**config.mk**
```make
export PLATFORM = sky130hd
export DESIGN_NAME = lcd_mode_sequencer_core
export DESIGN_NICKNAME = d
export VERILOG_FILES = /design/src/rtl/lms_pkg.sv /design/src/rtl/lms_ram.sv /design/src/rtl/lms_job_fifo.sv /design/src/rtl/lms_front.sv /design/src/rtl/lms_back.sv /design/src/rtl/lcd_mode_sequencer_core.sv
export SDC_FILE = /design/constraint.sdc
export NUM_CORES = 1
export LEC_CHECK = 0
export ABC_AREA = 0
export BUFFER_PORTS_ARGS = -buffer_cell sky130_fd_sc_hd__clkbuf_2
export CAP_MARGIN = 25
export CORE_ASPECT_RATIO = 1.1
export CORE_MARGIN = 1
export CORE_UTILIZATION = 60
export CTS_CLUSTER_DIAMETER = 150
export DETAILED_ROUTE_END_ITERATION = 16
export PLACE_DENSITY = 0.83
export SLEW_MARGIN = 10
export SYNTH_ARGS = -nofsm -noshare
export SYNTH_HDL_FRONTEND = slang
export SYNTH_SLANG_ARGS = --single-unit
```
**constraint.sdc**
```tcl
create_clock -name clock -period 5.07 [get_ports clock]
set_input_delay 0.7605 -clock clock [delete_from_list [all_inputs] [get_ports clock]]
set_output_delay 0.7605 -clock clock [all_outputs]
set_load 0.1 [all_outputs]
```
**src/rtl/lms_pkg.sv**
```systemverilog
// types, constants and helpers of the lcd mode sequencer
// no dependencies
package lms_pkg;

   localparam int unsigned HBLANK_LEN   = 204;
   localparam int unsigned SCAN_LEN     = 80;
   localparam int unsigned DRAW_LEN     = 172;
   localparam int unsigned LINE_LEN     = 456;
   localparam int unsigned VBLANK_LEN   = 4560;
   localparam int unsigned LAST_VISIBLE = 143;
   localparam int unsigned Y_OFFSET     = 16;
   localparam logic [7:0]  MODE_MASK    = 8'hFC;
   localparam int unsigned MAX_ITER     = 8;

   localparam logic CMD_ADVANCE = 1'b0;
   localparam logic CMD_STORE   = 1'b1;

   typedef enum logic [1:0] {
      MODE_HBLANK = 2'd0,
      MODE_VBLANK = 2'd1,
      MODE_SCAN   = 2'd2,
      MODE_DRAW   = 2'd3
   } mode_type;

   typedef enum logic [2:0] {
      CSR_LCD_ENABLE     = 3'd0,
      CSR_SPRITE_ENABLE  = 3'd1,
      CSR_TALL_SPRITES   = 3'd2,
      CSR_COMPARE_LINE   = 3'd3,
      CSR_IRQ_ON_COMPARE = 3'd4,
      CSR_IRQ_ON_SCAN    = 3'd5,
      CSR_IRQ_ON_VBLANK  = 3'd6,
      CSR_IRQ_ON_HBLANK  = 3'd7
   } csr_index_type;

   typedef enum logic [1:0] {F_IDLE, F_RUN, F_STORE, F_PUSH} front_state_type;
   typedef enum logic [1:0] {B_IDLE, B_READ, B_EVAL, B_FLUSH} back_state_type;

   typedef struct packed {
      logic       command;
      logic [7:0] cycles;
      logic [5:0] sprite_slot;
      logic [7:0] sprite_y;
   } req_type;

   typedef struct packed {
      logic [1:0] mode;
      logic [7:0] line;
      logic       line_match;
      logic       vblank_irq;
      logic       stat_irq;
      logic       oam_locked;
      logic       vram_locked;
      logic       draw_request;
      logic       sprite_valid;
      logic [5:0] sprite_index;
      logic       last;
   } rsp_type;

   typedef struct packed {
      logic       lcd_enable;
      logic       sprite_enable;
      logic       tall_sprites;
      logic [7:0] compare_line;
      logic       irq_on_compare;
      logic       irq_on_scan;
      logic       irq_on_vblank;
      logic       irq_on_hblank;
   } cfg_type;

   typedef struct packed {
      logic [1:0] mode;
      logic [7:0] line;
      logic       line_match;
      logic       vblank_irq;
      logic       stat_irq;
      logic       draw_request;
      logic       sel;
      logic [7:0] sel_line;
   } job_type;

   // number of whole lines in a v-blank cycle count (below 4560)
   function automatic logic [3:0] line_quot(input logic [12:0] v);
      logic [3:0] q;
      q = 4'd0;
      for (int k = 1; k < 10; k++) begin
         if (v >= 13'(k * LINE_LEN)) q = 4'(k);
      end
      return q;
   endfunction

endpackage

```
**src/rtl/lms_ram.sv**
```systemverilog
// generic single-write, registered-read ram
// no dependencies
module lms_ram #(
   parameter int WIDTH = 8,
   parameter int DEPTH = 40
) (
   input  logic                                    clock,
   input  logic                                    wr_en,
   input  logic [(DEPTH > 1 ? $clog2(DEPTH) : 1)-1:0] wr_addr,
   input  logic [WIDTH-1:0]                        wr_data,
   input  logic                                    rd_en,
   input  logic [(DEPTH > 1 ? $clog2(DEPTH) : 1)-1:0] rd_addr,
   output logic [WIDTH-1:0]                        rd_data
);
   logic [WIDTH-1:0] mem_ff [DEPTH];
   logic [WIDTH-1:0] rd_data_ff;

   always_ff @(posedge clock) begin
      if (wr_en) mem_ff[wr_addr] <= wr_data;
      if (rd_en) rd_data_ff <= mem_ff[rd_addr];
   end

   assign rd_data = rd_data_ff;
endmodule

```
**src/rtl/lms_job_fifo.sv**
```systemverilog
// two-entry queue of classified items between front and back
// depends on lms_pkg
module lms_job_fifo
   import lms_pkg::*;
(
   input  logic    clock,
   input  logic    reset,
   input  logic    push,
   input  job_type push_data,
   output logic    full,
   input  logic    pop,
   output job_type pop_data,
   output logic    empty
);
   job_type    entry_ff [2];
   logic       wr_ptr_ff, wr_ptr_in, rd_ptr_ff, rd_ptr_in;
   logic [1:0] count_ff, count_in;
   logic       do_push, do_pop;

   assign full     = count_ff == 2'd2;
   assign empty    = count_ff == 2'd0;
   assign do_push  = push && !full;
   assign do_pop   = pop && !empty;
   assign pop_data = entry_ff[rd_ptr_ff];

   always_comb begin
      wr_ptr_in = do_push ? !wr_ptr_ff : wr_ptr_ff;
      rd_ptr_in = do_pop ? !rd_ptr_ff : rd_ptr_ff;
      count_in  = count_ff + 2'(do_push) - 2'(do_pop);
   end

   always_ff @(posedge clock) begin
      if (reset) begin
         wr_ptr_ff <= 1'b0;
         rd_ptr_ff <= 1'b0;
         count_ff  <= 2'd0;
      end else begin
         wr_ptr_ff <= wr_ptr_in;
         rd_ptr_ff <= rd_ptr_in;
         count_ff  <= count_in;
      end
   end

   always_ff @(posedge clock) begin
      if (do_push) entry_ff[wr_ptr_ff] <= push_data;
   end
endmodule

```
**src/rtl/lms_front.sv**
```systemverilog
// front: accepts items, runs the mode and line timing, writes sprite y bytes
// depends on lms_pkg
module lms_front
   import lms_pkg::*;
#(
   parameter int SPRITE_ENTRIES = 40
) (
   input  logic    clock,
   input  logic    reset,
   input  cfg_type cfg,
   input  logic    req_push,
   output logic    req_full,
   input  req_type req_data,
   output logic    job_push,
   input  logic    job_full,
   input  logic    job_empty,
   output job_type job,
   input  logic    back_busy,
   output logic    ram_we,
   output logic [(SPRITE_ENTRIES > 1 ? $clog2(SPRITE_ENTRIES) : 1)-1:0] ram_waddr,
   output logic [7:0] ram_wdata
);
   localparam int AW = SPRITE_ENTRIES > 1 ? $clog2(SPRITE_ENTRIES) : 1;

   front_state_type state_ff, state_in;
   logic [1:0]  mode_ff, mode_in;
   logic [12:0] cycle_count_ff, cycle_count_in;
   logic [7:0]  line_ff, line_in;
   logic        match_ff, match_in;
   logic [3:0]  cond_ff, cond_in;
   logic [13:0] cc_ff, cc_in;
   logic [12:0] from_ff, from_in;
   logic [3:0]  iter_ff, iter_in;
   logic        pv_ff, pv_in, ps_ff, ps_in, pd_ff, pd_in, sel_ff, sel_in;
   logic [7:0]  sel_line_ff, sel_line_in;
   logic [5:0]  slot_ff, slot_in;
   logic [7:0]  y_ff, y_in;

   logic [7:0]  step_l;
   logic        step_m;
   logic [3:0]  step_c, mode_c;
   logic [12:0] top;
   logic        accept;

   assign accept   = req_push && !req_full;
   assign req_full = state_ff != F_IDLE;

   // one line step on the current line and flags
   always_comb begin
      step_l = line_ff + 8'd1;
      step_m = step_l == cfg.compare_line;
      step_c = cond_ff;
      if (!step_m) step_c[3] = 1'b0;
      else if (cfg.irq_on_compare) step_c[3] = 1'b1;
      top = (cc_ff < 14'(VBLANK_LEN)) ? cc_ff[12:0] : 13'(VBLANK_LEN - 1);
   end

   always_comb begin
      state_in       = state_ff;
      mode_in        = mode_ff;
      cycle_count_in = cycle_count_ff;
      line_in        = line_ff;
      match_in       = match_ff;
      cond_in        = cond_ff;
      cc_in          = cc_ff;
      from_in        = from_ff;
      iter_in        = iter_ff;
      pv_in          = pv_ff;
      ps_in          = ps_ff;
      pd_in          = pd_ff;
      sel_in         = sel_ff;
      sel_line_in    = sel_line_ff;
      slot_in        = slot_ff;
      y_in           = y_ff;
      mode_c         = cond_ff;
      job_push       = 1'b0;
      ram_we         = 1'b0;
      case (state_ff)
         F_IDLE: begin
            if (accept) begin
               pv_in   = 1'b0;
               ps_in   = 1'b0;
               pd_in   = 1'b0;
               sel_in  = 1'b0;
               slot_in = req_data.sprite_slot;
               y_in    = req_data.sprite_y;
               cc_in   = 14'(cycle_count_ff) + 14'(req_data.cycles);
               from_in = cycle_count_ff;
               iter_in = 4'd0;
               if (req_data.command == CMD_STORE) state_in = F_STORE;
               else if (cfg.lcd_enable) state_in = F_RUN;
               else state_in = F_PUSH;
            end
         end
         F_RUN: begin
            if (iter_ff == 4'(MAX_ITER)) begin
               cycle_count_in = cc_ff[12:0];
               state_in       = F_PUSH;
            end else begin
               case (mode_ff)
                  MODE_HBLANK: begin
                     if (cc_ff >= 14'(HBLANK_LEN)) begin
                        cc_in    = cc_ff - 14'(HBLANK_LEN);
                        line_in  = step_l;
                        match_in = step_m;
                        mode_c   = step_c;
                        if (step_l > 8'(LAST_VISIBLE)) begin
                           mode_in   = MODE_VBLANK;
                           mode_c[1] = cfg.irq_on_vblank;
                           pv_in     = 1'b1;
                           from_in   = 13'd0;
                        end else begin
                           mode_in   = MODE_SCAN;
                           mode_c[2] = cfg.irq_on_scan;
                        end
                        cond_in = mode_c;
                        ps_in   = ps_ff || ((|step_c) && !(|cond_ff))
                                        || ((|mode_c) && !(|step_c));
                        iter_in = iter_ff + 4'd1;
                     end else begin
                        cycle_count_in = cc_ff[12:0];
                        state_in       = F_PUSH;
                     end
                  end
                  MODE_VBLANK: begin
                     if (line_quot(from_ff) < line_quot(top)) begin
                        // one v-blank line a cycle, not an iteration
                        line_in  = step_l;
                        match_in = step_m;
                        cond_in  = step_c;
                        ps_in    = ps_ff || ((|step_c) && !(|cond_ff));
                        from_in  = from_ff + 13'(LINE_LEN);
                     end else if (cc_ff >= 14'(VBLANK_LEN)) begin
                        cc_in     = cc_ff - 14'(VBLANK_LEN);
                        line_in   = 8'd0;
                        mode_in   = MODE_SCAN;
                        mode_c[2] = cfg.irq_on_scan;
                        cond_in   = mode_c;
                        ps_in     = ps_ff || ((|mode_c) && !(|cond_ff));
                        iter_in   = iter_ff + 4'd1;
                     end else begin
                        cycle_count_in = cc_ff[12:0];
                        state_in       = F_PUSH;
                     end
                  end
                  MODE_SCAN: begin
                     if (cc_ff >= 14'(SCAN_LEN)) begin
                        cc_in       = cc_ff - 14'(SCAN_LEN);
                        sel_in      = cfg.sprite_enable;
                        sel_line_in = line_ff;
                        mode_in     = MODE_DRAW;
                        iter_in     = iter_ff + 4'd1;
                     end else begin
                        cycle_count_in = cc_ff[12:0];
                        state_in       = F_PUSH;
                     end
                  end
                  default: begin
                     if (cc_ff >= 14'(DRAW_LEN)) begin
                        cc_in     = cc_ff - 14'(DRAW_LEN);
                        mode_in   = MODE_HBLANK;
                        mode_c[0] = cfg.irq_on_hblank;
                        cond_in   = mode_c;
                        ps_in     = ps_ff || ((|mode_c) && !(|cond_ff));
                        pd_in     = 1'b1;
                        iter_in   = iter_ff + 4'd1;
                     end else begin
                        cycle_count_in = cc_ff[12:0];
                        state_in       = F_PUSH;
                     end
                  end
               endcase
            end
         end
         F_STORE: begin
            // wait until no sprite scan can see the old byte
            if (job_empty && !back_busy) begin
               ram_we   = {1'b0, slot_ff} < 7'(SPRITE_ENTRIES);
               state_in = F_PUSH;
            end
         end
         F_PUSH: begin
            job_push = 1'b1;
            if (!job_full) state_in = F_IDLE;
         end
         default: state_in = F_IDLE;
      endcase
   end

   assign ram_waddr = slot_ff[AW-1:0];
   assign ram_wdata = y_ff;

   always_comb begin
      job.mode         = cfg.lcd_enable ? mode_ff : (mode_ff & MODE_MASK[1:0]);
      job.line         = line_ff;
      job.line_match   = match_ff;
      job.vblank_irq   = pv_ff;
      job.stat_irq     = ps_ff;
      job.draw_request = pd_ff;
      job.sel          = sel_ff;
      job.sel_line     = sel_line_ff;
   end

   always_ff @(posedge clock) begin
      if (reset) begin
         state_ff       <= F_IDLE;
         mode_ff        <= MODE_HBLANK;
         cycle_count_ff <= 13'd0;
         line_ff        <= 8'd0;
         match_ff       <= 1'b0;
         cond_ff        <= 4'd0;
      end else begin
         state_ff       <= state_in;
         mode_ff        <= mode_in;
         cycle_count_ff <= cycle_count_in;
         line_ff        <= line_in;
         match_ff       <= match_in;
         cond_ff        <= cond_in;
      end
   end

   always_ff @(posedge clock) begin
      cc_ff       <= cc_in;
      from_ff     <= from_in;
      iter_ff     <= iter_in;
      pv_ff       <= pv_in;
      ps_ff       <= ps_in;
      pd_ff       <= pd_in;
      sel_ff      <= sel_in;
      sel_line_ff <= sel_line_in;
      slot_ff     <= slot_in;
      y_ff        <= y_in;
   end
endmodule

```
**src/rtl/lms_back.sv**
```systemverilog
// back: sprite scan over the y store and result delivery
// depends on lms_pkg
module lms_back
   import lms_pkg::*;
#(
   parameter int SPRITE_ENTRIES = 40,
   parameter int MAX_PER_LINE   = 10
) (
   input  logic    clock,
   input  logic    reset,
   input  logic    tall_sprites,
   input  logic    job_empty,
   output logic    job_pop,
   input  job_type job,
   output logic    busy,
   output logic    ram_re,
   output logic [(SPRITE_ENTRIES > 1 ? $clog2(SPRITE_ENTRIES) : 1)-1:0] ram_raddr,
   input  logic [7:0] ram_rdata,
   output logic    rsp_empty,
   input  logic    rsp_pop,
   output rsp_type rsp_data
);
   localparam int AW = SPRITE_ENTRIES > 1 ? $clog2(SPRITE_ENTRIES) : 1;
   localparam int CW = $clog2(MAX_PER_LINE + 1);

   back_state_type state_ff, state_in;
   job_type    job_ff, job_in;
   logic [5:0] idx_ff, idx_in, pend_ff, pend_in;
   logic       pend_v_ff, pend_v_in, first_ff, first_in;
   logic [CW-1:0] cnt_ff, cnt_in;
   logic       out_v_ff, out_v_in;
   rsp_type    out_ff, out_in;

   logic [8:0] y_top, diff;
   logic       hit, out_free, done;

   assign out_free = !out_v_ff || rsp_pop;
   assign busy     = state_ff != B_IDLE;
   assign ram_raddr = idx_ff[AW-1:0];
   assign rsp_empty = !out_v_ff;
   assign rsp_data  = out_ff;

   always_comb begin
      y_top = 9'(job_ff.sel_line) + 9'(Y_OFFSET);
      diff  = y_top - 9'(ram_rdata);
      hit   = (y_top >= 9'(ram_rdata)) && (diff < (tall_sprites ? 9'd16 : 9'd8));
   end

   function automatic rsp_type make_rsp(input job_type j, input logic first,
                                         input logic valid, input logic [5:0] index,
                                         input logic last);
      rsp_type r;
      r.mode         = j.mode;
      r.line         = j.line;
      r.line_match   = j.line_match;
      r.vblank_irq   = first && j.vblank_irq;
      r.stat_irq     = first && j.stat_irq;
      r.oam_locked   = j.mode == MODE_SCAN || j.mode == MODE_DRAW;
      r.vram_locked  = j.mode == MODE_DRAW;
      r.draw_request = first && j.draw_request;
      r.sprite_valid = valid;
      r.sprite_index = valid ? index : 6'd0;
      r.last         = last;
      return r;
   endfunction

   always_comb begin
      state_in  = state_ff;
      job_in    = job_ff;
      idx_in    = idx_ff;
      pend_in   = pend_ff;
      pend_v_in = pend_v_ff;
      first_in  = first_ff;
      cnt_in    = cnt_ff;
      out_v_in  = out_v_ff && !rsp_pop;
      out_in    = out_ff;
      job_pop   = 1'b0;
      ram_re    = 1'b0;
      done      = hit && (cnt_ff + CW'(1) == CW'(MAX_PER_LINE))
                  || idx_ff == 6'(SPRITE_ENTRIES - 1);
      case (state_ff)
         B_IDLE: begin
            if (!job_empty) begin
               job_pop   = 1'b1;
               job_in    = job;
               idx_in    = 6'd0;
               cnt_in    = '0;
               pend_v_in = 1'b0;
               first_in  = 1'b1;
               state_in  = job.sel ? B_READ : B_FLUSH;
            end
         end
         B_READ: begin
            ram_re   = 1'b1;
            state_in = B_EVAL;
         end
         B_EVAL: begin
            // an earlier hit goes out once the next one shows it was not the last
            if (!(hit && pend_v_ff && !out_free)) begin
               if (hit && pend_v_ff) begin
                  out_v_in = 1'b1;
                  out_in   = make_rsp(job_ff, first_ff, 1'b1, pend_ff, 1'b0);
                  first_in = 1'b0;
               end
               if (hit) begin
                  pend_in   = idx_ff;
                  pend_v_in = 1'b1;
                  cnt_in    = cnt_ff + CW'(1);
               end
               if (done) state_in = B_FLUSH;
               else begin
                  idx_in   = idx_ff + 6'd1;
                  state_in = B_READ;
               end
            end
         end
         B_FLUSH: begin
            if (out_free) begin
               out_v_in = 1'b1;
               out_in   = make_rsp(job_ff, first_ff, pend_v_ff, pend_ff, 1'b1);
               state_in = B_IDLE;
            end
         end
         default: state_in = B_IDLE;
      endcase
   end

   always_ff @(posedge clock) begin
      if (reset) begin
         state_ff <= B_IDLE;
         out_v_ff <= 1'b0;
      end else begin
         state_ff <= state_in;
         out_v_ff <= out_v_in;
      end
   end

   always_ff @(posedge clock) begin
      job_ff    <= job_in;
      idx_ff    <= idx_in;
      pend_ff   <= pend_in;
      pend_v_ff <= pend_v_in;
      first_ff  <= first_in;
      cnt_ff    <= cnt_in;
      out_ff    <= out_in;
   end
endmodule

```
**src/rtl/lcd_mode_sequencer_core.sv**
```systemverilog
// top level of the lcd mode sequencer: config registers, front, queue, back, y store
// depends on lms_pkg, lms_ram, lms_job_fifo, lms_front, lms_back
//
//  channel   ports                                 moves
//  request   req_push / req_full / req_data        advance or sprite store item
//  response  rsp_empty / rsp_pop / rsp_data        status, one per selected sprite, at least one per item
//  csr       csr_write_enable / csr_index / data   register write, no wait
//
// an advance steps through the front one mode step or one v-blank line at a time;
// a store waits until no scan is running, then writes its y byte and pushes its item
// sprite selection reads the y store at most once per entry, each through B_READ and
// B_EVAL, limited by the single ram read port
// synchronous reset; the y store is not cleared
// a stalled rsp holds the back, then the two-entry queue fills and req_full stays high
module lcd_mode_sequencer_core
   import lms_pkg::*;
#(
   parameter int SPRITE_ENTRIES = 40,
   parameter int MAX_PER_LINE   = 10
) (
   input  logic       clock,
   input  logic       reset,
   input  logic       req_push,
   output logic       req_full,
   input  req_type    req_data,
   output logic       rsp_empty,
   input  logic       rsp_pop,
   output rsp_type    rsp_data,
   input  logic       csr_write_enable,
   input  logic [2:0] csr_index,
   input  logic [7:0] csr_write_data
);
   localparam int AW = SPRITE_ENTRIES > 1 ? $clog2(SPRITE_ENTRIES) : 1;

   cfg_type cfg_ff, cfg_in;
   job_type job_wr, job_rd;
   logic    job_push, job_full, job_pop, job_empty, back_busy;
   logic    ram_we, ram_re;
   logic [AW-1:0] ram_waddr, ram_raddr;
   logic [7:0]    ram_wdata, ram_rdata;

   always_comb begin
      cfg_in = cfg_ff;
      if (csr_write_enable) begin
         case (csr_index)
            CSR_LCD_ENABLE:     cfg_in.lcd_enable     = csr_write_data[0];
            CSR_SPRITE_ENABLE:  cfg_in.sprite_enable  = csr_write_data[0];
            CSR_TALL_SPRITES:   cfg_in.tall_sprites   = csr_write_data[0];
            CSR_COMPARE_LINE:   cfg_in.compare_line   = csr_write_data;
            CSR_IRQ_ON_COMPARE: cfg_in.irq_on_compare = csr_write_data[0];
            CSR_IRQ_ON_SCAN:    cfg_in.irq_on_scan    = csr_write_data[0];
            CSR_IRQ_ON_VBLANK:  cfg_in.irq_on_vblank  = csr_write_data[0];
            CSR_IRQ_ON_HBLANK:  cfg_in.irq_on_hblank  = csr_write_data[0];
            default:            cfg_in = cfg_ff;
         endcase
      end
   end

   always_ff @(posedge clock) begin
      if (reset) cfg_ff <= '0;
      else cfg_ff <= cfg_in;
   end

   lms_front #(.SPRITE_ENTRIES(SPRITE_ENTRIES)) u_front (
      .clock     (clock),
      .reset     (reset),
      .cfg       (cfg_ff),
      .req_push  (req_push),
      .req_full  (req_full),
      .req_data  (req_data),
      .job_push  (job_push),
      .job_full  (job_full),
      .job_empty (job_empty),
      .job       (job_wr),
      .back_busy (back_busy),
      .ram_we    (ram_we),
      .ram_waddr (ram_waddr),
      .ram_wdata (ram_wdata)
   );

   lms_job_fifo u_fifo (
      .clock     (clock),
      .reset     (reset),
      .push      (job_push),
      .push_data (job_wr),
      .full      (job_full),
      .pop       (job_pop),
      .pop_data  (job_rd),
      .empty     (job_empty)
   );

   lms_ram #(.WIDTH(8), .DEPTH(SPRITE_ENTRIES)) u_ystore (
      .clock   (clock),
      .wr_en   (ram_we),
      .wr_addr (ram_waddr),
      .wr_data (ram_wdata),
      .rd_en   (ram_re),
      .rd_addr (ram_raddr),
      .rd_data (ram_rdata)
   );

   lms_back #(.SPRITE_ENTRIES(SPRITE_ENTRIES), .MAX_PER_LINE(MAX_PER_LINE)) u_back (
      .clock        (clock),
      .reset        (reset),
      .tall_sprites (cfg_ff.tall_sprites),
      .job_empty    (job_empty),
      .job_pop      (job_pop),
      .job          (job_rd),
      .busy         (back_busy),
      .ram_re       (ram_re),
      .ram_raddr    (ram_raddr),
      .ram_rdata    (ram_rdata),
      .rsp_empty    (rsp_empty),
      .rsp_pop      (rsp_pop),
      .rsp_data     (rsp_data)
   );
endmodule

```
Yosys cells after proc, flatten, opt, wreduce, memory -nomap -nowiden
Memories as Yosys holds them, arrays and structs flattened. A register that Yosys moved wholly into a read port is not among the register bits.
Cells that the tools add are included.

operators by class
  muxes and demuxes = 167
  bitwise logic cells = 6
  reduce and logical (&&, ||, !) cells = 84
  eq/ne operators = 66
  add/subtract/negate cells = 14
  order comparisons = 28

operators by type and width
  kind                                                                  count
  2-to-1 mux 13 bit                                                     12
  greater-or-equal comparator 13 x 12 -> 1 bit (second input constant)  8
  2-to-1 mux 14 bit                                                     7
  2-to-1 mux 4 bit                                                      22
  2-to-1 mux 24 bit                                                     3
  2-to-1 mux 1 bit                                                      54
  2-to-1 mux 2 bit                                                      27
  greater-or-equal comparator 13 x 11 -> 1 bit (second input constant)  4
  case mux 13 bit (2 select lines)                                      2
  case mux 24 bit (2 select lines)                                      1
  case mux 14 bit (3 select lines)                                      1
  case mux 13 bit (3 select lines)                                      1
  != test 3 x 2 -> 1 bit (second input constant)                        10
  AND reduction 6 bit                                                   5
  greater-or-equal comparator 14 x 8 -> 1 bit (second input constant)   2
  != test 2 x 1 -> 1 bit (second input constant)                        14
  case mux 14 bit (2 select lines)                                      1
  AND reduction 7 bit                                                   4
  subtractor 14 x 8 -> 14 bit (second input constant)                   2
  2-to-1 mux 3 bit                                                      9
  greater-or-equal comparator 13 x 10 -> 1 bit (second input constant)  2
  greater-or-equal comparator 13 bit (second input constant)            2
  greater-or-equal comparator 13 x 9 -> 1 bit (second input constant)   2
  2-to-1 mux 6 bit                                                      4
  60 further kinds                                                      166

storage, ports and cells
  input port bits = 39
  memory bits (writable) = 366
  memories kept = 2
  register bits after elaboration = 173
  word-level logic and storage cells = 422
  output and inout port bits = 26

memories
  name             words  bits a word  read ports  clocked after Yosys merged registers in  wr ports  RTL line            text
  u_ystore.mem_ff  40     8            1           1                                        1         lms_ram.sv:15       logic [WIDTH-1:0] mem_ff [DEPTH];
  u_fifo.entry_ff  2      23           1           1                                        1         lms_job_fifo.sv:15  job_type entry_ff [2];

Logic depth before layout (Yosys ltp)
Gate-level depths: netlist of the first run.

  depth after elaboration = 20
  gate-level depth with buffers = 16
  depth with buffers taken out = 14

Hierarchy
From an unflattened synthesis of the first run, not the netlist that was laid out.

second synthesis, totals
  cells, all modules = 1879
  area total of the unflattened synthesis = 25379.3 sq um

by module, submodules not included
  module                   seq. area each (sq um)  cells an instance  area each (sq um)  times used
  lms_ram                  9849.4                  696                13063.8            1
  lms_front                2312.2                  797                6784.0             1
  lms_back                 1981.9                  223                2950.3             1
  lms_job_fifo             1481.4                  98                 1884.3             1
  lcd_mode_sequencer_core  300.3                   65                 696.9              1

Least setup slack after synthesis of the first run
Ideal clock, no wire load.

  kind = reg-to-reg
  start point = reg u_front.cc_ff[5]
  end point = reg u_front.from_ff[10], enable pin
  buffers on the path = 2
  arrival = 3736 ps
  period minus slack after synthesis = 4116 ps
  path slack = 954 ps
  stages on the path, launching flop included = 17
  library setup time = 380 ps
  path through = edfxtp_1 buf_2 inv_1 a31oi_1 nor4_1 a21o_1 nand2_1 ha_1 or3_1 a41o_1 a21o_1 a211oi_1 o22ai_2 o21ai_2 buf_2 o211ai_1 a21oi_1

on the way
  word-level cells in the longest chain between the ends = 18
  elaborated cells on any way between the ends = 28
  those cells by class = 12 x order compare; 2 x eq/ne; 13 x mux; 1 x reduce/logical

ends and longest elaborated chain
  element                                      RTL line          text
  start: declaration                           lms_front.sv:31   logic [13:0] cc_ff, cc_in;
  start signal: assignment                     lms_front.sv:223  cc_ff <= cc_in;
  < comparator 14 x 13 -> 1 bit                lms_front.sv:55   top = (cc_ff < 14'(VBLANK_LEN)) ? cc_ff[12:0] : 13'(VBLANK_LEN - 1);
  2-to-1 mux 13 bit                            lms_front.sv:55
  greater-or-equal comparator 13 x 9 -> 1 bit  lms_pkg.sv:87     if (v >= 13'(k * LINE_LEN)) q = 4'(k);
  2-to-1 mux 1 bit                             lms_pkg.sv:87
  2-to-1 mux 2 bit (2 in a row)                lms_pkg.sv:87
  2-to-1 mux 3 bit (4 in a row)                lms_pkg.sv:87
  2-to-1 mux 4 bit (2 in a row)                lms_pkg.sv:87
  2-to-1 mux 4 bit                             lms_front.sv:100  case (mode_ff)
  2-to-1 mux 4 bit                             lms_front.sv:96   if (iter_ff == 4'(MAX_ITER)) begin
  2-to-1 mux 4 bit                             lms_front.sv:78   case (state_ff)
  < comparator 4 bit                           lms_front.sv:126  if (line_quot(from_ff) < line_quot(top)) begin
  != test 3 x 2 -> 1 bit (no source line)      --
  AND reduction 7 bit (no source line) *       --
  end signal: assignment                       lms_front.sv:224  from_ff <= from_in;
  end: declaration                             lms_front.sv:32   logic [12:0] from_ff, from_in;

Mark *: on every way between the ends. The rest lies on a longest branch, timed or not. The select of a mux whose other input is x is not followed.
A chain may end at the register's enable or synchronous reset.

Worst setup path after layout of the first run
  start point = reg u_front.cc_ff[7]
  end point = reg u_front.from_ff[4], enable pin

The elaborated chain is that of the path after synthesis.

==> out/metrics.csv, run 1 <==
metric,value,unit
run status,"finished, final reports clean",
FF-to-FF Start,u_front.cc_ff[7]$_DFFE_PP_,
routability cong.,0.8711,
Power per Cell Area,550.4,nW/um^2
DRC,0,
worst-path fanout max,18,
dpl ws,0.6696,ns
reg2reg end,u_front.from_ff[4]$_DFFE_PP_,
Slew Limit Fails,0,
hold depth,1,
WL final,55460,microns
reg2reg path depth,15,
slew margin rel.,30.84,%
Netlist Area Pre-Place,24320,sq um
global-route usage over all layers,27.22,%
1st-iter DRT viols,1573,
nets@finish,1814,
Syn Inst Count,1663,
Syn Nets,1754,
drt wl/cell,24.40,microns
Worst Clk Skew,0.02053,ns
Resize count post-CTS,0,
CTS Buf Count,53,
worst-case clock buffer depth,3,
Max IR drop VDD,0.3141,mV
sequential area share after synthesis,65.49,%
TNS Setup,0,ns
Area growth syn-to-layout,10.73,%
Mean Syn Cell Area,14.62,sq um
Yosys top cell area share,61.13,%
TritonCTS Sinks,548,
die span in y,213.1,microns
vias in the first global route,14380,
routed vias/inst,6.462,
ys async rst share,0,%
Final setup viols,0,
# IOs,65,
Die X,193.9,microns
Worst Tran Pin Value,1.037,ns
GRT Residual Overflow,0,
largest area contributor in the netlist,edfxtp_1,
Post-synth top flop,edfxtp_1,
Required @ worst endpoint,5.36,ns
hold buffers post-CTS,0,
Leakage,8.983,nW
hold endpoint,u_front.ram_wdata[0]$_DFFE_PP_,
top post-synthesis cells by area,"edfxtp_1, mux4_2, dfxtp_1",
clk slew on worst S/H paths,0.06,ns
crit path DAT,4.78,ns
critical path launch point type,register,
clk_lat worst skew,0.59,ns
Yosys cell types,81,
Ant. Diodes,0,
most common cell in the netlist,edfxtp_1,
Post-synth EDFFs,495,
largest net degree at the start of global routing,62,
first-pass GRT wire length,84730,microns
row count,76,
detailed-route via count,14690,
Root Buffer,clkbuf_16,
core area,39560,sq um
Fillers,2543,
startpoint of the worst hold path,req_data[0],
DIE AREA,41340,sq um
critical path capture point type,register,
buffers added on ports,64,
RSZ-0062 raised after global routing,no,
period utilization,88.60,%
"Hold Vio Cnt, Final",0,
max_cap viols,0,
"FF+latch count, synth",548,
share of post-route cells with drive strength above 1,17.78,%
drt pass-1 iters,5,
min Tclk post-route,4.492,ns
Initial Utilization,61.47,%
WS Path Type,reg -> reg,
worst setup margin,0.5779,ns
antenna violations before repair,1,
r2r setup slk,0.58,ns
DP HPWL,34380,microns
Routed Antenna Nets,0,
CTS tree,done,
Layout Utilization,68.07,%
Synth Warn #,0,
worst hold path type,in -> reg,
fmax,222.6,MHz
H-tree levels,2,
setup bufs post-CTS,0,
top post-synthesis cells by count,"edfxtp_1, nor2_1, nand2_1",
cells in the final DEF (no fill, tap or decap), types with 5 or more instances in the layout:
master | Yosys | routed
a211oi_1 | 21 | 21
a21o_1 | 9 | 9
a21oi_1 | 78 | 77
a221oi_1 | 9 | 9
a31oi_1 | 17 | 17
and2_1 | 21 | 21
and3_1 | 11 | 11
buf_4 | 0 | 26
bufinv_16 | 0 | 5
clkbuf_1 | 58 | 11
clkbuf_16 | 0 | 54
clkbuf_2 | 0 | 65
clkinv_1 | 3 | 12
clkinv_2 | 0 | 7
dfxtp_1 | 53 | 53
edfxtp_1 | 495 | 495
ha_1 | 51 | 51
inv_1 | 56 | 56
mux2_2 | 23 | 23
mux2i_1 | 36 | 36
mux4_2 | 96 | 96
nand2_1 | 117 | 117
nand2b_1 | 11 | 11
nand3_1 | 44 | 44
nand3b_1 | 6 | 6
nand4_1 | 6 | 6
nor2_1 | 129 | 128
nor2b_1 | 19 | 19
nor3_1 | 35 | 34
nor4_1 | 11 | 11
o211ai_1 | 11 | 11
o21a_1 | 5 | 5
o21ai_0 | 38 | 38
o21ai_1 | 7 | 7
o21bai_1 | 5 | 5
o2bb2ai_1 | 7 | 7
o31ai_1 | 8 | 8
or3_1 | 11 | 11
xnor2_1 | 29 | 29
xor2_1 | 18 | 18
registers in the layout (all words and copies together), names as in the netlist, 4 cells and up, named ones only:
register	cells
u_ystore.mem_ff	320
u_back.job_ff	22
u_front.ram_waddr	6
u_front.cycle_count_ff	13
u_front.cc_ff	14
u_front.cond_ff	4
u_fifo.entry_ff	46
u_front.line_ff	8
u_ystore.rd_data	8
cfg_ff	15
u_back.cnt_ff	4
u_back.rsp_data	24
u_front.ram_wdata	8
u_front.iter_ff	4
u_front.from_ff	13
u_front.sel_line_ff	8
u_back.pend_ff	6
u_back.ram_raddr	6
power by group:
group          switching, mW  internal (mW)
Clock                   1.71           2.25
Sequential             0.550           5.63
Combinational           2.81           1.86
Total                   5.08           9.74
stage by stage:
stage	hold WS [ns]	power, mW	std cells	cell area [sq um]
finish	0.3477	14.82	2273	26930
global route	0.3266	15.41	2273	26930
CTS	0.3274	14.80	2270	26880
detailed placement	0.4045	10.79	2172	25130
global placement	0.4015	10.61	2171	25120
floorplan	0.4003	9.458	1663	24320
worst max path at each step:
stage | startpoint | to | slack (ns) | cells past startpoint
after CTS | u_front.cc_ff[7]$_DFFE_PP_ | u_front.from_ff[6]$_DFFE_PP_ | 0.67 | 15
after detailed placement | u_front.cc_ff[7]$_DFFE_PP_ | u_front.from_ff[6]$_DFFE_PP_ | 0.67 | 15
final | u_front.cc_ff[7]$_DFFE_PP_ | u_front.from_ff[4]$_DFFE_PP_ | 0.58 | 15
after global routing | u_front.cc_ff[7]$_DFFE_PP_ | u_front.from_ff[6]$_DFFE_PP_ | 0.26 | 15
after floorplan | u_front.cc_ff[5]$_DFFE_PP_ | u_front.from_ff[10]$_DFFE_PP_ | 0.95 | 16
after global placement | u_front.cc_ff[7]$_DFFE_PP_ | u_front.from_ff[4]$_DFFE_PP_ | 0.78 | 15
cell families (layout without fill, tap and decap cells):
family / Yosys count / in the layout / synth area share, %
xor gates and xnor gates: 47 / 47 / 1.693
AOI/OAI and AO/OA: 268 / 268 / 7.518
and+or+nand+nor: 443 / 443 / 8.665
muxes: 155 / 155 / 11.44
buffers and inverters: 150 / 253 / 2.485
adders and majority gates: 52 / 52 / 2.707
DFF: 548 / 548 / 65.49
routing by layer:
layer  GRT usage [%]  wire (microns)  up-vias  share of wire, %
li1                -               -     6520                 -
met1           36.54           21760     7238                39
met2           46.06           27430      783                49
met3           3.680            4433      147               8.0
met4           9.880            1835        0               3.3
met5               0               0        -                 0
critical path, stage by stage (launching register included):
cell	delay [ns]
edfxtp_1	0.75
clkinv_1	0.42
a31oi_1	0.32
nor4_1	0.10
nand2b_1	0.19
ha_1	0.20
or3_1	0.35
a41o_1	0.21
a21o_1	0.15
a211oi_1	0.40
o22ai_2	0.19
o21ai_2	0.17
buf_4	0.22
o211ai_1	0.11
a21oi_1	0.18
buf_4	0.22
cell type report:
| class | count | area, sq um | area share [%] |
|---|---|---|---|
| Multi-Input combinational cell | 965 | 7797 | 28.96 |
| Timing Repair Buffer | 95 | 598.1 | 2.221 |
| Inverter | 60 | 225.2 | 0.8364 |
| Tap cell | 507 | 634.4 | 2.356 |
| Clock inverter | 31 | 325.3 | 1.208 |
| Sequential cell | 548 | 15930 | 59.15 |
| Clock buffer | 67 | 1420 | 5.274 |
Note: power is estimated with default switching activity, not from simulation.
==> inputs of run 2 (changes only) <==
ABC_AREA = 1   (was 0)
CELL_PAD_IN_SITES_DETAIL_PLACEMENT = 1   (was not set)
CELL_PAD_IN_SITES_GLOBAL_PLACEMENT = 1   (was not set)
CORE_UTILIZATION = 50   (was 60)
PLACE_DENSITY = 0.85   (was 0.83)
==> run 2 against run 1 <==
Final cell count grew 32%. Non-clock buffer count fell by 2. Clock skew grew 0.0065 ns. Largest power group is now combinational cells. Critical path depth up 1. Highest routed layer unchanged. Routed wire length is 35% higher. Clock power up 7.3%. Synthesized cell count up 35%. Register-to-register slack better by 0.16 ns. Synthesized area rose by 0.60%. Final area increased by 1.6%. Largest cell class unchanged. Die area rose by 21%. Hold slack got worse by 0.021 ns.
==> out/metrics.csv, run 2 <==
metric,value,unit,change
sequential area share after synthesis,65.10,%,was 65.49%
DIE AREA,49810,sq um,"was 41,340 sq um"
fmax,231.0,MHz,was 222.6 MHz
Slowest cell on crit path,a21oi_1,,was edfxtp_1
sequential share of power,36.7,%,was 41.7%
Leakage,9.868,nW,was 8.983 nW
crit path DAT,4.57,ns,was 4.78 ns
critical path capture point type,register,,unchanged
Worst Clk Skew,0.02708,ns,was 0.02053 ns
met1 WL,28170,microns,"was 21,760 microns"
nets@finish,2392,,"was 1,814"
RSZ-0062 raised after global routing,no,,unchanged
Mean Syn Cell Area,10.89,sq um,was 14.62 sq um
ys async rst share,0,%,unchanged
worst hold path type,in -> reg,,unchanged
Logic pwr share,38.3,%,was 31.5%
antenna violations before repair,0,,was 1
internal power,9.922,mW,was 9.745 mW
Netlist Area Pre-Place,24460,sq um,"was 24,320 sq um"
H-tree levels,2,,unchanged
core area,48030,sq um,"was 39,560 sq um"
Switch Pwr,7.121,mW,was 5.076 mW
Post-Place Cell Area,25470,sq um,"was 25,130 sq um"
Initial Utilization,50.93,%,was 61.47%
Slew Limit Fails,0,,unchanged
Area growth syn-to-layout,11.85,%,was 10.73%
vias in the first global route,19280,,"was 14,380"
Resize count post-CTS,0,,unchanged
TritonCTS Sinks,548,,unchanged
GRT Residual Overflow,0,,unchanged
met2 wire len,38620,microns,"was 27,430 microns"
die span in y,234.0,microns,was 213.1 microns
worst setup margin,0.7409,ns,was 0.5779 ns
routed vias/inst,6.112,,was 6.462
first-pass GRT wire length,114000,microns,"was 84,730 microns"
max_cap viols,0,,unchanged
largest net degree at the start of global routing,166,,was 62
worst-case clock buffer depth,3,,unchanged
run status,"finished, final reports clean",,unchanged
Power per Cell Area,622.9,nW/um^2,was 550.4 nW/um^2
worst-path fanout max,11,,was 18
synthesized-area fraction occupied by adder cells,2.691,%,was 2.707%
top post-synthesis cells by area,"edfxtp_1, nor2_1, o21ai_0",,"was edfxtp_1, mux4_2, dfxtp_1"
"commonest non-fill, non-tap cell in the layout",edfxtp_1,,unchanged
"Cell Chain, Critical Path",clkinv_1 > ha_1 > inv_1 > nand2_1 > nor2_2 > nand3_4 > nand4_1 > nor2_1 > nor2_1 > nor2_1 > inv_1 > nand2_1 > ha_1 > a21oi_1 > nand2_4 > a21oi_1,,was clkinv_1 > a31oi_1 > nor4_1 > nand2b_1 > ha_1 > or3_1 > a41o_1 > a21o_1 > a211oi_1 > o22ai_2 > o21ai_2 > buf_4 > o211ai_1 > a21oi_1 > buf_4
row count,84,,was 76
Routed Antenna Nets,0,,unchanged
TNS Setup,0,ns,unchanged
DRC,0,,unchanged
detailed-route via count,18290,,"was 14,690"
buffers added on ports,64,,unchanged
CTS tree,done,,unchanged
Syn Inst Count,2246,,"was 1,663"
Post-synth EDFFs,495,,unchanged
Yosys cell types,56,,was 81
critical path launch point type,register,,unchanged
clk_lat worst skew,0.63,ns,was 0.59 ns
setup bufs post-CTS,0,,unchanged
most frequent cells in the layout,"edfxtp_1, nor2_1, o21ai_0",,"was edfxtp_1, nor2_1, nand2_1"
top routing layer in use,met4,,unchanged
1st-iter DRT viols,1579,,"was 1,573"
largest area contributor in the netlist,edfxtp_1,,unchanged
drt wl/cell,25.05,microns,was 24.40 microns
global-route usage over all layers,30.43,%,was 27.22%
Tot Pwr,17.04,mW,was 14.82 mW
WL met3,4332,microns,was 4433 microns
share of post-route cells with drive strength above 1,10.18,%,was 17.78%
Synth Warn #,0,,unchanged
routability cong.,0.9571,,was 0.8711
min Tclk post-route,4.329,ns,was 4.492 ns
Largest register FFs,320,,unchanged
period utilization,85.39,%,was 88.60%
Switching Fraction,41.79,%,was 34.25%
Required @ worst endpoint,5.31,ns,was 5.36 ns
slew margin rel.,29.08,%,was 30.84%
Compound-Gate Fraction of Synth Area,11.51,%,was 7.518%
Post-Synth Simple-Gate Area,13.69,%,was 8.665%
"Hold Vio Cnt, Final",0,,unchanged
cell mode on critical path,nor2_1,,was buf_4
hold slack,0.3265,ns,was 0.3477 ns
dpl ws,0.7949,ns,was 0.6696 ns
CTS Buf Count,55,,was 53
Largest Register,u_ystore.mem_ff,,unchanged
top post-synthesis cells by count,"edfxtp_1, nor2_1, o21ai_0",,"was edfxtp_1, nor2_1, nand2_1"
Max IR drop VDD,0.5202,mV,was 0.3141 mV
final instance area,27360,sq um,"was 26,930 sq um"
WS Path Type,reg -> reg,,unchanged
Root Buffer,clkbuf_16,,unchanged
WL final,74970,microns,"was 55,460 microns"
"FF+latch count, synth",548,,unchanged
hold buffers post-CTS,0,,unchanged
Die X,212.9,microns,was 193.9 microns
Syn Nets,2337,,"was 1,754"
most common cell in the netlist,edfxtp_1,,unchanged
clk slew on worst S/H paths,0.06,ns,about the same
main combinational cell family by area after synthesis,simple AND/OR/NAND/NOR gates,,was multiplexers
Clk pwr share,25.0,%,was 26.8%
Final setup viols,0,,unchanged
Post-synth top flop,edfxtp_1,,unchanged
DP HPWL,47780,microns,"was 34,380 microns"
Yosys top cell area share,60.77,%,was 61.13%
Worst Tran Pin Value,1.060,ns,was 1.037 ns
drt pass-1 iters,5,,unchanged
Ant. Diodes,0,,unchanged
# IOs,65,,unchanged
post-synthesis mux area share,1.100,%,was 11.44%
Post-Synth XOR/XNOR Area,1.146,%,was 1.693%
Worst path max stage delay,0.80,ns,was 0.75 ns
## run 2: cell types whose count changed after synthesis, moves of 46 or more
cell / delta
inv_1: +136
mux4_2: -96
nand2_1: +101
nand4_1: +46
nor2_1: +261
o21ai_0: +216
o22ai_1: +76
## run 2: logic make-up (layout without fill, tap and decap cells)
kind of cell / Yosys count / in the layout
simple gates: 788 / 788
compound gates: 500 / 500
fa+ha+maj: 52 / 52
buf+inv: 302 / 404
flops: 548 / 548
mux: 24 / 24
xor+xnor: 32 / 32
## run 2: area by class of cell
class,count,area (sq um)
flip-flops and latches,548,15930
fillers,5107,20670
clock buffers,70,1473
well taps,645,807.0
inverters,207,779.5
repair buffers,93,580.6
multi-input cells,1396,7387
clock inverters,34,406.6
## run 2: stage by stage
stage | util, % | std cells
after floorplan | - | 2246
after global placement | 52.98 | 2887
after detailed placement | 53.04 | 2888
after CTS | 56.95 | 2992
after global routing | 56.96 | 2993
final | 56.96 | 2993
## run 2: critical path: cells and delay by family (launching register included)
| kind | cells | cell delay [ns] |
|---|---|---|
| AO/OA/AOI/OAI | 2 | 1.30 |
| AND/OR/NAND/NOR | 9 | 1.13 |
| adder cells (fa/ha/maj) | 2 | 0.53 |
| buffers and inverters | 3 | 0.52 |
| flip-flops | 1 | 0.48 |
## run 2: final timing paths
path	startpoint	endpoint	slack, ns	depth (start not counted)
worst max register to register	u_front.cc_ff[5]$_DFFE_PP_	u_front.from_ff[10]$_DFFE_PP_	0.74	16
worst min register to register	u_back.job_ff[16]$_DFFE_PP_	u_back.rsp_data[17]$_DFFE_PP_	0.43	0
worst min-delay path	req_data[0]	u_front.ram_wdata[0]$_DFFE_PP_	0.33	1
worst max-delay path	u_front.cc_ff[5]$_DFFE_PP_	u_front.from_ff[10]$_DFFE_PP_	0.74	16
## run 2: power groups by stage
| stage | logic (mW) | registers (mW) | clock network, mW |
|---|---|---|---|
| floorplan | 4.10 | 6.26 | 0 |
| global route | 7.04 | 6.30 | 4.42 |
| global placement | 5.90 | 6.26 | 0 |
| detailed placement | 6.28 | 6.32 | 0 |
| finish | 6.53 | 6.25 | 4.26 |
| CTS | 6.44 | 6.24 | 4.30 |
## run 2: layer usage
metal / vias to the layer above / GRT usage, %
met5: - / 0
li1: 8078 / -
met3: 207 / 4.232
met1: 9228 / 35.92
met4: 0 / 15.47
met2: 781 / 54.08
==> inputs of run 3 (changes only) <==
BUFFER_PORTS_ARGS = -buffer_cell sky130_fd_sc_hd__buf_2   (was -buffer_cell sky130_fd_sc_hd__clkbuf_2)
GPL_TIMING_DRIVEN = 0   (was not set)
==> run 3 against run 2 <==
Combinational power up 4.0%. Final area up 1.1%. Routed wire length fell by 1.0%. Clock power decreased by 4%. Sequential cell count unchanged. Fmax down 8.5%.
==> out/metrics.csv, run 3 (synthesized netlist as in run 2, its figures left out) <==
metric,value,unit,change
run status,"finished, final reports clean",,unchanged
die span in y,234.0,microns,unchanged
crit path DAT,5.05,ns,was 4.57 ns
Critical Path Start,u_front.cc_ff[5]$_DFFE_PP_,,unchanged
Slew Limit Fails,0,,unchanged
"commonest non-fill, non-tap cell in the layout",edfxtp_1,,unchanged
Critical Path Stages,17,,was 16
clk slew on worst S/H paths,0.06,ns,about the same
critical path launch point type,register,,unchanged
critical path capture point type,register,,unchanged
Largest register FFs,320,,unchanged
reg2reg end,u_front.from_ff[3]$_DFFE_PP_,,was u_front.from_ff[10]$_DFFE_PP_
Largest Register,u_ystore.mem_ff,,unchanged
DP HPWL,52090,microns,"was 47,780 microns"
worst setup margin,0.3398,ns,was 0.7409 ns
Required @ worst endpoint,5.39,ns,was 5.31 ns
r2r setup slk,0.34,ns,was 0.74 ns
"delay-heaviest family, CP",compound AO/OA/AOI/OAI gates,,unchanged
Slowest cell on crit path,a21oi_1,,unchanged
drt wl/cell,24.21,microns,was 25.05 microns
Max IR drop VDD,0.4232,mV,was 0.5202 mV
hold depth,1,,unchanged
Power per Cell Area,617.7,nW/um^2,was 622.9 nW/um^2
cell mode on critical path,nor2_1,,unchanged
DRC,0,,unchanged
buffers added on ports,63,,was 64
first-pass GRT wire length,112000,microns,"was 114,000 microns"
1st-iter DRT viols,1865,,"was 1,579"
most frequent cells in the layout,"edfxtp_1, nor2_1, o21ai_0",,unchanged
Initial Utilization,50.93,%,unchanged
period utilization,93.30,%,was 85.39%
reg2reg path depth,17,,was 16
WL final,74210,microns,"was 74,970 microns"
vias in the first global route,19470,,"was 19,280"
CTS Buf Count,55,,unchanged
Routed Antenna Nets,0,,unchanged
Worst Tran Pin Value,0.9583,ns,was 1.060 ns
Resize count post-CTS,0,,unchanged
DIE AREA,49810,sq um,unchanged
TritonCTS Sinks,548,,unchanged
largest net degree at the start of global routing,29,,was 166
share of post-route cells with drive strength above 1,9.046,%,was 10.18%
nets@finish,2470,,"was 2,392"
Tot Pwr,17.08,mW,was 17.04 mW
worst-case clock buffer depth,3,,unchanged
Ant. Diodes,0,,unchanged
slew margin rel.,35.88,%,was 29.08%
Leakage,9.914,nW,was 9.868 nW
startpoint of the worst hold path,req_data[6],,was req_data[0]
min Tclk post-route,4.730,ns,was 4.329 ns
GRT Residual Overflow,0,,unchanged
global-route usage over all layers,30.02,%,was 30.43%
"Cell Chain, Critical Path",clkinv_1 > ha_1 > inv_1 > nand2_1 > nor2_2 > nand3_4 > nand4_1 > nor2_1 > nor2_1 > nor2_1 > inv_1 > nand2_1 > ha_1 > a21oi_1 > nand2_4 > a21oi_1 > buf_4,,was clkinv_1 > ha_1 > inv_1 > nand2_1 > nor2_2 > nand3_4 > nand4_1 > nor2_1 > nor2_1 > nor2_1 > inv_1 > nand2_1 > ha_1 > a21oi_1 > nand2_4 > a21oi_1
Root Buffer,clkbuf_16,,unchanged
antenna violations before repair,1,,was 0
routed vias/inst,6.031,,was 6.112
setup bufs post-CTS,0,,unchanged
Final setup viols,0,,unchanged
fmax,211.4,MHz,was 231.0 MHz
RSZ-0062 raised after global routing,no,,unchanged
"Hold Vio Cnt, Final",0,,unchanged
FF-to-FF Start,u_front.cc_ff[5]$_DFFE_PP_,,unchanged
CTS tree,done,,unchanged
routability cong.,0.9309,,was 0.9571
hold endpoint,u_front.ram_wdata[6]$_DFFE_PP_,,was u_front.ram_wdata[0]$_DFFE_PP_
crit path buf inv count,4,,was 3
worst-path fanout max,11,,unchanged
H-tree levels,2,,unchanged
TNS Setup,0,ns,unchanged
row count,84,,unchanged
Worst Clk Skew,0.03598,ns,was 0.02708 ns
dpl ws,0.4619,ns,was 0.7949 ns
Area growth syn-to-layout,13.03,%,was 11.85%
# IOs,65,,unchanged
drt pass-1 iters,5,,unchanged
Die X,212.9,microns,unchanged
worst hold path type,in -> reg,,unchanged
Worst path max stage delay,0.71,ns,was 0.80 ns
core area,48030,sq um,unchanged
detailed-route via count,18490,,"was 18,290"
max_cap viols,0,,unchanged
WS Path Type,reg -> reg,,unchanged
clk_lat worst skew,0.64,ns,was 0.63 ns
hold buffers post-CTS,0,,unchanged
run 3: changes by cell type in the layout (fill, tap and decap cells not counted), sizes merged:
cell	before	now
clkinvlp	6	3
bufinv	7	6
buf	29	90
inv	200	202
clkbuf	134	147
clkinv	28	29
run 3: area by class of cell:
| cell class | instances | area (sq um) |
|---|---|---|
| Fill cell | 5182 | 20380 |
| Sequential cell | 548 | 15930 |
| Multi-Input combinational cell | 1396 | 7396 |
| Clock buffer | 66 | 1418 |
| Tap cell | 645 | 807.0 |
| Inverter | 207 | 777.0 |
| Timing Repair Buffer | 76 | 578.1 |
| Buffer | 95 | 385.4 |
| Clock inverter | 33 | 361.6 |
run 3: worst max path at each step:
stage                                               to  slack (ns)
final                     u_front.from_ff[3]$_DFFE_PP_        0.34
after global routing      u_front.from_ff[8]$_DFFE_PP_        0.14
after CTS                 u_front.from_ff[7]$_DFFE_PP_        0.45
after detailed placement  u_front.from_ff[5]$_DFFE_PP_        0.46
after global placement    u_front.from_ff[5]$_DFFE_PP_        0.26
after floorplan           u_back.rsp_data[0]$_DFFE_PP_        1.51
run 3: power breakdown:
group          leakage (nW)  internal, mW  switching [mW]
combinational          4.11          1.86            4.93
sequential             4.95          5.73           0.471
clock                 0.856          2.31            1.78
total                  9.91          9.90            7.18
run 3: metrics by stage:
| step | std cells | instance area [sq um] | util, % | hold WS, ns |
|---|---|---|---|---|
| final | 3066 | 27650 | 57.56 | 0.3222 |
| after global routing | 3066 | 27650 | 57.56 | 0.3187 |
| after CTS | 3066 | 27650 | 57.56 | 0.2986 |
| after detailed placement | 2967 | 25870 | 53.86 | 0.4190 |
| after global placement | 2954 | 25580 | 53.26 | 0.4009 |
| after floorplan | 2246 | 24460 | - | 0.4003 |
run 3: layer usage:
metal	GRT usage (%)	wire [microns]
met1	36.02	28330
met3	3.750	4520
met4	17.02	4133
met2	52.21	37230
met5	0	0
